==> src/hdl/lre_pkg.sv <==
// Shared types and constants for the linear ramp envelope block.
`timescale 1ns / 1ps

package lre_pkg;

	localparam int unsigned ValW = 17;
	localparam logic [ValW-1:0] FULL_SCALE = 17'h10000;

	typedef struct packed {
		logic [ValW-1:0] value;
		logic            done;
	} res_t;

endpackage

==> src/hdl/lre_ctrl.sv <==
// Envelope state and per-request next-state logic.
`timescale 1ns / 1ps

module lre_ctrl (
	input  logic                      clk,
	input  logic                      arst_n,
	input  logic                      accept,
	input  logic [2:0]                func,
	input  logic                      ramp_enable,
	input  logic                      hold_level,
	input  logic [lre_pkg::ValW-1:0]  ramp_step,
	input  logic [31:0]               hold_ticks,
	output lre_pkg::res_t             res
);

	typedef enum logic [2:0] {
		FN_TICK  = 3'd0,
		FN_START = 3'd1,
		FN_STOP  = 3'd2,
		FN_UP    = 3'd3,
		FN_DOWN  = 3'd4,
		FN_FULL  = 3'd5,
		FN_ZERO  = 3'd6,
		FN_HOLD  = 3'd7
	} func_t;

	typedef enum logic [1:0] {
		DIR_IDLE = 2'd0,
		DIR_UP   = 2'd1,
		DIR_DOWN = 2'd2
	} dir_t;

	logic [lre_pkg::ValW-1:0] env_q, env_d;
	dir_t                     dir_q, dir_d;
	logic                     run_q, run_d;
	logic                     rhold_q, rhold_d;
	logic [31:0]              hcnt_q, hcnt_d;
	logic [lre_pkg::ValW-1:0] step;
	logic [lre_pkg::ValW:0]   sum;
	logic                     step_zero;

	assign step_zero = (ramp_step == '0);
	// zero or oversized step acts as a full-scale jump
	assign step = (step_zero || ramp_step > lre_pkg::FULL_SCALE) ? lre_pkg::FULL_SCALE
		: ramp_step;
	assign sum = {1'b0, env_q} + {1'b0, step};

	always_comb begin
		env_d   = env_q;
		dir_d   = dir_q;
		run_d   = run_q;
		rhold_d = rhold_q;
		hcnt_d  = hcnt_q;
		unique case (func_t'(func))
			FN_TICK: begin
				if (!run_q || rhold_q || !ramp_enable) begin
					env_d  = '0;
					dir_d  = DIR_UP;
					hcnt_d = '0;
				end else begin
					if (dir_q == DIR_UP && env_q < lre_pkg::FULL_SCALE) begin
						if (sum >= {1'b0, lre_pkg::FULL_SCALE}) begin
							env_d  = lre_pkg::FULL_SCALE;
							dir_d  = DIR_IDLE;
							hcnt_d = '0;
						end else begin
							env_d = sum[lre_pkg::ValW-1:0];
						end
					end
					if (env_d == lre_pkg::FULL_SCALE && hold_ticks != '0) begin
						if (hcnt_d >= hold_ticks) begin
							if (step_zero) begin
								env_d = '0;
								dir_d = DIR_IDLE;
							end else begin
								dir_d = DIR_DOWN;
							end
						end else begin
							hcnt_d = hcnt_d + 32'd1;
						end
					end
					if (dir_d == DIR_DOWN && env_d != '0) begin
						if (env_d <= step) begin
							env_d = '0;
							dir_d = DIR_IDLE;
						end else begin
							env_d = env_d - step;
						end
					end
				end
			end
			FN_START: begin
				env_d  = '0;
				dir_d  = DIR_UP;
				hcnt_d = '0;
				run_d  = 1'b1;
			end
			FN_STOP: begin
				if (run_q) begin
					run_d  = 1'b0;
					env_d  = '0;
					dir_d  = DIR_UP;
					hcnt_d = '0;
				end
			end
			FN_UP: begin
				if (step_zero) begin
					env_d  = lre_pkg::FULL_SCALE;
					dir_d  = DIR_IDLE;
					hcnt_d = '0;
				end else begin
					dir_d = DIR_UP;
				end
			end
			FN_DOWN: begin
				if (step_zero) begin
					env_d = '0;
					dir_d = DIR_IDLE;
				end else begin
					dir_d = DIR_DOWN;
				end
			end
			FN_FULL: begin
				env_d  = lre_pkg::FULL_SCALE;
				dir_d  = DIR_IDLE;
				hcnt_d = '0;
			end
			FN_ZERO: begin
				env_d = '0;
				dir_d = DIR_IDLE;
			end
			FN_HOLD: begin
				rhold_d = hold_level;
				if (hold_level) begin
					env_d  = '0;
					dir_d  = DIR_UP;
					hcnt_d = '0;
				end
			end
		endcase
	end

	always_comb begin
		res.value = run_d ? env_d : '0;
		res.done  = !((dir_d == DIR_UP && env_d < lre_pkg::FULL_SCALE) ||
			(dir_d == DIR_DOWN && env_d != '0));
	end

	always_ff @(posedge clk or negedge arst_n) begin
		if (!arst_n) begin
			env_q   <= '0;
			dir_q   <= DIR_IDLE;
			run_q   <= 1'b0;
			rhold_q <= 1'b0;
			hcnt_q  <= '0;
		end else if (accept) begin
			env_q   <= env_d;
			dir_q   <= dir_d;
			run_q   <= run_d;
			rhold_q <= rhold_d;
			hcnt_q  <= hcnt_d;
		end
	end

`ifndef SYNTHESIS
	a_env_range: assert property (@(posedge clk) disable iff (!arst_n)
		env_q <= lre_pkg::FULL_SCALE)
		else $error("envelope above full scale");

	a_start_runs: assert property (@(posedge clk) disable iff (!arst_n)
		accept && func == FN_START |=> run_q && env_q == '0)
		else $error("start did not arm the envelope");

	a_stop_clears: assert property (@(posedge clk) disable iff (!arst_n)
		accept && func == FN_STOP |=> !run_q)
		else $error("stop left the block running");

	a_hold_clears: assert property (@(posedge clk) disable iff (!arst_n)
		accept && func == FN_TICK && rhold_q |=> env_q == '0 && dir_q == DIR_UP)
		else $error("tick under reset hold moved the envelope");
`endif

endmodule

==> src/hdl/lre_scale.sv <==
// Result pipeline: operand times envelope, truncation, output register.
`timescale 1ns / 1ps

module lre_scale (
	input  logic                      clk,
	input  logic                      arst_n,
	input  logic                      in_valid,
	output logic                      in_ready,
	input  lre_pkg::res_t             res,
	input  logic signed [31:0]        operand,
	output logic                      out_valid,
	input  logic                      out_ready,
	output logic [lre_pkg::ValW-1:0]  ramp_value,
	output logic                      ramp_done,
	output logic signed [31:0]        scaled
);

	logic                      v_s1, v_s2, out_v_q;
	logic                      ld1, ld2, ld_out;
	lre_pkg::res_t             res_s1, res_s2, res_q;
	logic signed [31:0]        op_s1;
	logic signed [49:0]        prod_s2;
	logic [49:0]               adj;
	logic [31:0]               scaled_q;

	assign ld_out   = !out_v_q || out_ready;
	assign ld2      = !v_s2 || ld_out;
	assign ld1      = !v_s1 || ld2;
	assign in_ready = ld1;

	// bias negatives so the shift truncates toward zero
	assign adj = prod_s2 + {34'd0, {16{prod_s2[49]}}};

	always_ff @(posedge clk or negedge arst_n) begin
		if (!arst_n) begin
			v_s1    <= 1'b0;
			v_s2    <= 1'b0;
			out_v_q <= 1'b0;
		end else begin
			if (ld1) v_s1 <= in_valid;
			if (ld2) v_s2 <= v_s1;
			if (ld_out) out_v_q <= v_s2;
		end
	end

	always_ff @(posedge clk) begin
		if (ld1 && in_valid) begin
			res_s1 <= res;
			op_s1  <= operand;
		end
		if (ld2 && v_s1) begin
			res_s2  <= res_s1;
			prod_s2 <= $signed({1'b0, res_s1.value}) * op_s1;
		end
		if (ld_out && v_s2) begin
			res_q    <= res_s2;
			scaled_q <= adj[47:16];
		end
	end

	assign out_valid  = out_v_q;
	assign ramp_value = res_q.value;
	assign ramp_done  = res_q.done;
	assign scaled     = scaled_q;

`ifndef SYNTHESIS
	a_zero_scale: assert property (@(posedge clk) disable iff (!arst_n)
		out_valid && ramp_value == '0 |-> scaled == '0)
		else $error("zero envelope gave nonzero product");

	a_out_range: assert property (@(posedge clk) disable iff (!arst_n)
		out_valid |-> ramp_value <= lre_pkg::FULL_SCALE)
		else $error("result envelope above full scale");

	a_no_drop: assert property (@(posedge clk) disable iff (!arst_n)
		v_s2 && !ld_out |=> v_s2 && out_v_q)
		else $error("stalled request lost in pipeline");
`endif

endmodule

==> src/hdl/linear_ramp_envelope_with_hold.sv <==
// Top level: register port, envelope control and result pipeline.
`timescale 1ns / 1ps

// Gain envelope in unsigned Q1.16 that ramps from zero to full scale, holds for
// hold_ticks ticks (forever if zero) and ramps back down, driven by one tick or
// command per request. One request is accepted every clock cycle while in_ready
// is high; the envelope state updates in the accept cycle itself, so back-to-back
// requests see each other's effect. Each result passes the control result
// register, the 18x32 multiply stage and the truncating output register; a full
// output does not block new requests until the two pipeline stages behind it fill.
// Registers: ramp_step at byte address 0, hold_ticks at 4; write them only
// while no request is in flight.

module linear_ramp_envelope_with_hold (
	input  logic               clk,
	input  logic               arst_n,
	input  logic               psel,
	input  logic               penable,
	input  logic               pwrite,
	input  logic [2:0]         paddr,
	input  logic [31:0]        pwdata,
	output logic [31:0]        prdata,
	output logic               pready,
	input  logic               in_valid,
	output logic               in_ready,
	input  logic [2:0]         func,
	input  logic               ramp_enable,
	input  logic               hold_level,
	input  logic signed [31:0] scale_operand,
	output logic               out_valid,
	input  logic               out_ready,
	output logic [16:0]        ramp_value,
	output logic               ramp_done,
	output logic signed [31:0] scaled
);

	localparam logic REG_RAMP_STEP  = 1'b0;
	localparam logic REG_HOLD_TICKS = 1'b1;

	logic [lre_pkg::ValW-1:0] ramp_step_q;
	logic [31:0]              hold_ticks_q;
	logic                     wr_en;
	logic                     accept;
	lre_pkg::res_t            res;

	assign pready = 1'b1;
	assign wr_en  = psel && penable && pwrite;
	assign accept = in_valid && in_ready;

	always_ff @(posedge clk or negedge arst_n) begin
		if (!arst_n) begin
			ramp_step_q  <= '0;
			hold_ticks_q <= '0;
		end else if (wr_en) begin
			unique case (paddr[2])
				REG_RAMP_STEP:  ramp_step_q  <= pwdata[lre_pkg::ValW-1:0];
				REG_HOLD_TICKS: hold_ticks_q <= pwdata;
			endcase
		end
	end

	always_comb begin
		unique case (paddr[2])
			REG_RAMP_STEP:  prdata = {15'd0, ramp_step_q};
			REG_HOLD_TICKS: prdata = hold_ticks_q;
		endcase
	end

	lre_ctrl u_ctrl (
		.clk         (clk),
		.arst_n      (arst_n),
		.accept      (accept),
		.func        (func),
		.ramp_enable (ramp_enable),
		.hold_level  (hold_level),
		.ramp_step   (ramp_step_q),
		.hold_ticks  (hold_ticks_q),
		.res         (res)
	);

	lre_scale u_scale (
		.clk        (clk),
		.arst_n     (arst_n),
		.in_valid   (in_valid),
		.in_ready   (in_ready),
		.res        (res),
		.operand    (scale_operand),
		.out_valid  (out_valid),
		.out_ready  (out_ready),
		.ramp_value (ramp_value),
		.ramp_done  (ramp_done),
		.scaled     (scaled)
	);

endmodule
==> config.mk <==
export PLATFORM = sky130hd
export DESIGN_NAME = linear_ramp_envelope_with_hold
export DESIGN_NICKNAME = d
export VERILOG_FILES = /design/src/hdl/lre_pkg.sv /design/src/hdl/lre_ctrl.sv /design/src/hdl/lre_scale.sv /design/src/hdl/linear_ramp_envelope_with_hold.sv
export SDC_FILE = /design/constraint.sdc
export NUM_CORES = 2
export LEC_CHECK = 0
export ABC_AREA = 1
export BUFFER_PORTS_ARGS = -buffer_cell sky130_fd_sc_hd__buf_2
export CAP_MARGIN = 20
export CORE_MARGIN = 2
export CORE_UTILIZATION = 50
export CTS_BUF_LIST = sky130_fd_sc_hd__clkbuf_16
export CTS_CLUSTER_SIZE = 16
export DETAILED_ROUTE_END_ITERATION = 12
export GPL_ROUTABILITY_DRIVEN = 0
export PLACE_DENSITY = 0.67
export SLEW_MARGIN = 25
export SYNTH_ARGS = -nofsm -noshare
export SYNTH_HDL_FRONTEND = slang
export SYNTH_SLANG_ARGS = --single-unit
==> constraint.sdc <==
create_clock -name clk -period 19.84 [get_ports clk]
set_clock_uncertainty 0.1 [all_clocks]
set_input_delay 1.984 -clock clk [delete_from_list [all_inputs] [get_ports clk]]
set_output_delay 1.984 -clock clk [all_outputs]
set_load 0.05 [all_outputs]
==> flow_summary.rst <==
.. list-table::
   :header-rows: 1

   * - Metric
     - Value
   * - Signal arrival time at the worst endpoint
     - between 9000 and 10000 ps
   * - Most area-hungry cell type in the Yosys netlist
     - sky130_fd_sc_hd__fa_1
   * - Slowest library cell on the worst path
     - sky130_fd_sc_hd__inv_2
   * - Final Hold Viols
     - 0
   * - Initial antenna violation count
     - 5
   * - Maximum level of the CTS H-tree
     - 2
   * - Combined buffer and inverter count along the critical path
     - 6
   * - Warnings from Yosys
     - 0
   * - Total gr overflow
     - 0
   * - Placement row count
     - between 90 and 100
   * - Area inside the core boundary
     - 68600 um^2
   * - Reported max-cap violation count
     - 0
   * - Relative max-transition margin
     - ~29%
   * - Total CTS buffers
     - 35
   * - Post-synth top area share
     - between 30% and 40%
   * - Clock tree from TritonCTS
     - built
   * - Most instantiated flip-flop cell in the synthesis netlist
     - sky130_fd_sc_hd__edfxtp_1
   * - Nets in the synthesized netlist
     - between 5000 and 6000
   * - Sum of met2 wire segment lengths after detailed routing
     - around 40000 um
   * - Met3 WL
     - around 6500 um
   * - Number of resized instances in the post-cts repair step
     - 0
   * - Largest cells by area after synthesis
     - sky130_fd_sc_hd__fa_1, sky130_fd_sc_hd__edfxtp_1, sky130_fd_sc_hd__inv_1
   * - Commonest non-fill, non-tap cells in the layout
     - sky130_fd_sc_hd__inv_1, sky130_fd_sc_hd__nand2_1, sky130_fd_sc_hd__fa_1
   * - Post-Route M1 WL
     - between 30000 and 40000 um
   * - CP Class
     - reg -> reg
   * - DR pass1 iterations
     - 5
   * - Total vias in the final route
     - about 27000
   * - Register area
     - 7640 um^2
   * - Clock-pin slew on the worst setup and hold paths
     - around 60 ps
   * - Iteration-0 DRC count of the detailed router
     - between 1500 and 2000
   * - Number of setup buffers added after CTS
     - 0
   * - Number of fillers in the final layout
     - about 6400
   * - Number of slew-limit violations in the final report
     - 0
   * - Overall global routing resource usage
     - between 20% and 30%
   * - Routed wire length
     - between 80000 and 90000 um
   * - Final Setup Violations
     - 0
   * - DRC violation count after routing
     - 0
   * - Number of vias per cell
     - between 5 and 6
   * - Crit path time final
     - a little over 9000 ps
   * - Number of hold-repair buffers added at the cts stage
     - 0
   * - Top Metal Used
     - met5
   * - Fin Setup TNS
     - 0 ps
   * - Kind of start point of the critical path
     - register
   * - Initial core utilization
     - 50.5%
   * - Proportion of synthesized chip area in sequential cells
     - 22.1%
   * - Maximum number of pins on one net before global-route repair
     - 74
   * - Synthesized area
     - between 30000 and 40000 um^2
   * - Proportion of synthesized flip-flops having asynchronous set or reset
     - between 30% and 40%
   * - I/O pin total
     - 164
   * - Clock latency on the worst-skew pair
     - about 580 ps
   * - Maximum fanout count along the critical path
     - 39
   * - Data required time of the critical path
     - roughly 20000 ps
   * - Post-route clock period utilization
     - 46.3%
   * - Number of synthesized flops with an enable pin
     - ~170
   * - Per-cell routed wire length
     - ~17 um
   * - Most common library cell in the layout ignoring fill and taps
     - sky130_fd_sc_hd__inv_1
   * - Height of the chip
     - around 270 um
   * - Worst Tran Pin Value
     - around 1100 ps
   * - Area delta synth->final
     - 7.94%
   * - Kind of capture point of the worst setup path
     - register
   * - Path type of the worst min-delay path
     - reg -> reg
   * - Width of the chip
     - about 270 um
   * - Global-route wire length before repair
     - approximately 150000 um
   * - Share of post-route cells with drive strength above 1
     - 7.99%
   * - Worst-case register-to-register setup slack
     - between 10000 and 15000 ps
   * - Number of nets in the layout
     - approximately 5100
   * - Root buffer cell
     - sky130_fd_sc_hd__clkbuf_16
   * - Setup repair after global routing missed its margin
     - false
   * - Total number of clock tree sinks
     - ~270
   * - Syn Inst Count
     - between 4000 and 5000
   * - Clock Tree Buf Depth
     - 3
   * - Run status
     - complete, no violations
   * - Mean instance size in the synthesized netlist
     - roughly 8 um^2
   * - Number of different library cells in the post-synthesis netlist
     - 60
   * - Number of buffer cells added on primary ports
     - 160
   * - Maximum single-stage delay on the critical path
     - 650 ps
   * - Number of nets with antenna violations after detailed routing
     - 0
   * - Flip-flop and latch count after synthesis
     - ~270
   * - Highest achievable clock rate
     - about 0.11 GHz
   * - Total area of multi-input combinational cells
     - roughly 22000 um^2
   * - Top Family by Delay on Critical Path
     - simple AND/OR/NAND/NOR gates
   * - Die area
     - 71400 um^2
   * - DP HPWL
     - ~67000 um
   * - Via count of the first global-routing pass
     - approximately 28000
[kinds of logic (layout without fill, tap and decap cells)]
kind of cell             Yosys count  count (layout)  synth area share, %
AND/OR/NAND/NOR                 1492            1492                 18.2
flip-flops                       272             272                 22.1
adder cells (fa/ha/maj)          722             722                 37.4
AO/OA/AOI/OAI                    367             367                 5.86
other                              1               3               0.0108
buffers and inverters           1259            1357                 13.9
XOR/XNOR                         106             106                 2.68
[through the flow]
| step | hold WS (ps) | util (%) | instance area [um^2] | setup slack [ps] | cells |
|---|---|---|---|---|---|
| floorplan | 300 | - | 34700 | 12710 | 4219 |
| global placement | 301 | 52.8 | 36200 | 10730 | 5184 |
| detailed placement | 305 | 52.8 | 36200 | 10680 | 5184 |
| CTS | 307 | 54.5 | 37400 | 10640 | 5248 |
| global route | 322 | 54.5 | 37400 | 9870 | 5250 |
| finish | 308 | 54.5 | 37400 | 10650 | 5250 |
[sequential cells by signal, indices dropped and copies added (netlist names)]
signal,count
u_scale.res_s1,18
u_ctrl.dir_q,2
u_ctrl.env_q,17
u_scale.ramp_value,17
ramp_step_q,17
u_scale.op_s1,32
u_ctrl.run_q,1
u_scale.scaled,32
u_scale.ramp_done,1
u_scale.v_s2,1
u_ctrl.hcnt_q,32
u_scale.out_valid,1
u_scale.prod_s2,49
u_scale.v_s1,1
u_scale.res_s2,18
u_ctrl.rhold_q,1
hold_ticks_q,32
[cells in the mapped netlist, types with 2 or more instances]
cell,number
sky130_fd_sc_hd__edfxtp_1,167
sky130_fd_sc_hd__nor3_1,38
sky130_fd_sc_hd__inv_1,1074
sky130_fd_sc_hd__nand2_2,19
sky130_fd_sc_hd__nor2_1,225
sky130_fd_sc_hd__o21a_1,8
sky130_fd_sc_hd__nor2_2,15
sky130_fd_sc_hd__nor2_4,7
sky130_fd_sc_hd__o21ai_1,11
sky130_fd_sc_hd__a21o_1,5
sky130_fd_sc_hd__o211ai_1,6
sky130_fd_sc_hd__nand3_2,8
sky130_fd_sc_hd__and2_1,3
sky130_fd_sc_hd__fa_1,521
sky130_fd_sc_hd__nand3b_1,2
sky130_fd_sc_hd__clkbuf_1,145
sky130_fd_sc_hd__nor4_1,25
sky130_fd_sc_hd__a31oi_1,16
sky130_fd_sc_hd__o221ai_1,2
sky130_fd_sc_hd__a211oi_1,5
sky130_fd_sc_hd__inv_2,22
sky130_fd_sc_hd__a21oi_1,147
sky130_fd_sc_hd__nor4_2,4
sky130_fd_sc_hd__buf_4,3
sky130_fd_sc_hd__nand2_4,4
sky130_fd_sc_hd__a21boi_0,2
sky130_fd_sc_hd__nand4_1,46
sky130_fd_sc_hd__xnor2_1,35
sky130_fd_sc_hd__buf_6,9
sky130_fd_sc_hd__o31ai_1,5
sky130_fd_sc_hd__nand3_1,100
sky130_fd_sc_hd__or2_2,3
sky130_fd_sc_hd__o22ai_1,23
sky130_fd_sc_hd__ha_1,201
sky130_fd_sc_hd__xor2_1,71
sky130_fd_sc_hd__and3_1,3
sky130_fd_sc_hd__o21ai_0,124
sky130_fd_sc_hd__dfrtp_1,105
sky130_fd_sc_hd__nand2_1,984
sky130_fd_sc_hd__buf_2,2
sky130_fd_sc_hd__o21bai_1,4
sky130_fd_sc_hd__clkinv_1,2
[worst paths after layout]
path / from / end / depth (start not counted)
worst min-delay path: u_scale.res_s2[5] / u_scale.ramp_value[4] / 0
max in group asynchronous: arst_n / hold_ticks_q[0] / 2
worst min register to register: u_scale.res_s2[5] / u_scale.ramp_value[4] / 0
worst max register to register: ramp_step_q[1] / u_scale.res_s1[0] / 47
min in group asynchronous: arst_n / u_ctrl.hcnt_q[31] / 1
worst max-delay path: ramp_step_q[1] / u_scale.res_s1[0] / 47
[area by class of cell]
class	instances	share of cell area, %
diodes	2	0.0134
clock buffers	36	2.41
clock inverters	28	0.753
inverters	1099	11.0
multi-input cells	2688	59.4
flip-flops and latches	272	20.4
well taps	931	3.11
repair buffers	194	2.83
[routing by layer]
metal,global-route usage [%],up-vias
li1,-,12800
met1,35.2,13200
met2,41.8,1008
met3,4.04,198
met4,10.8,2
met5,0,-
Power is left out: the tool's default activity adds up to more than one toggle a clock period on the data nets, which glitch-free logic cannot reach.
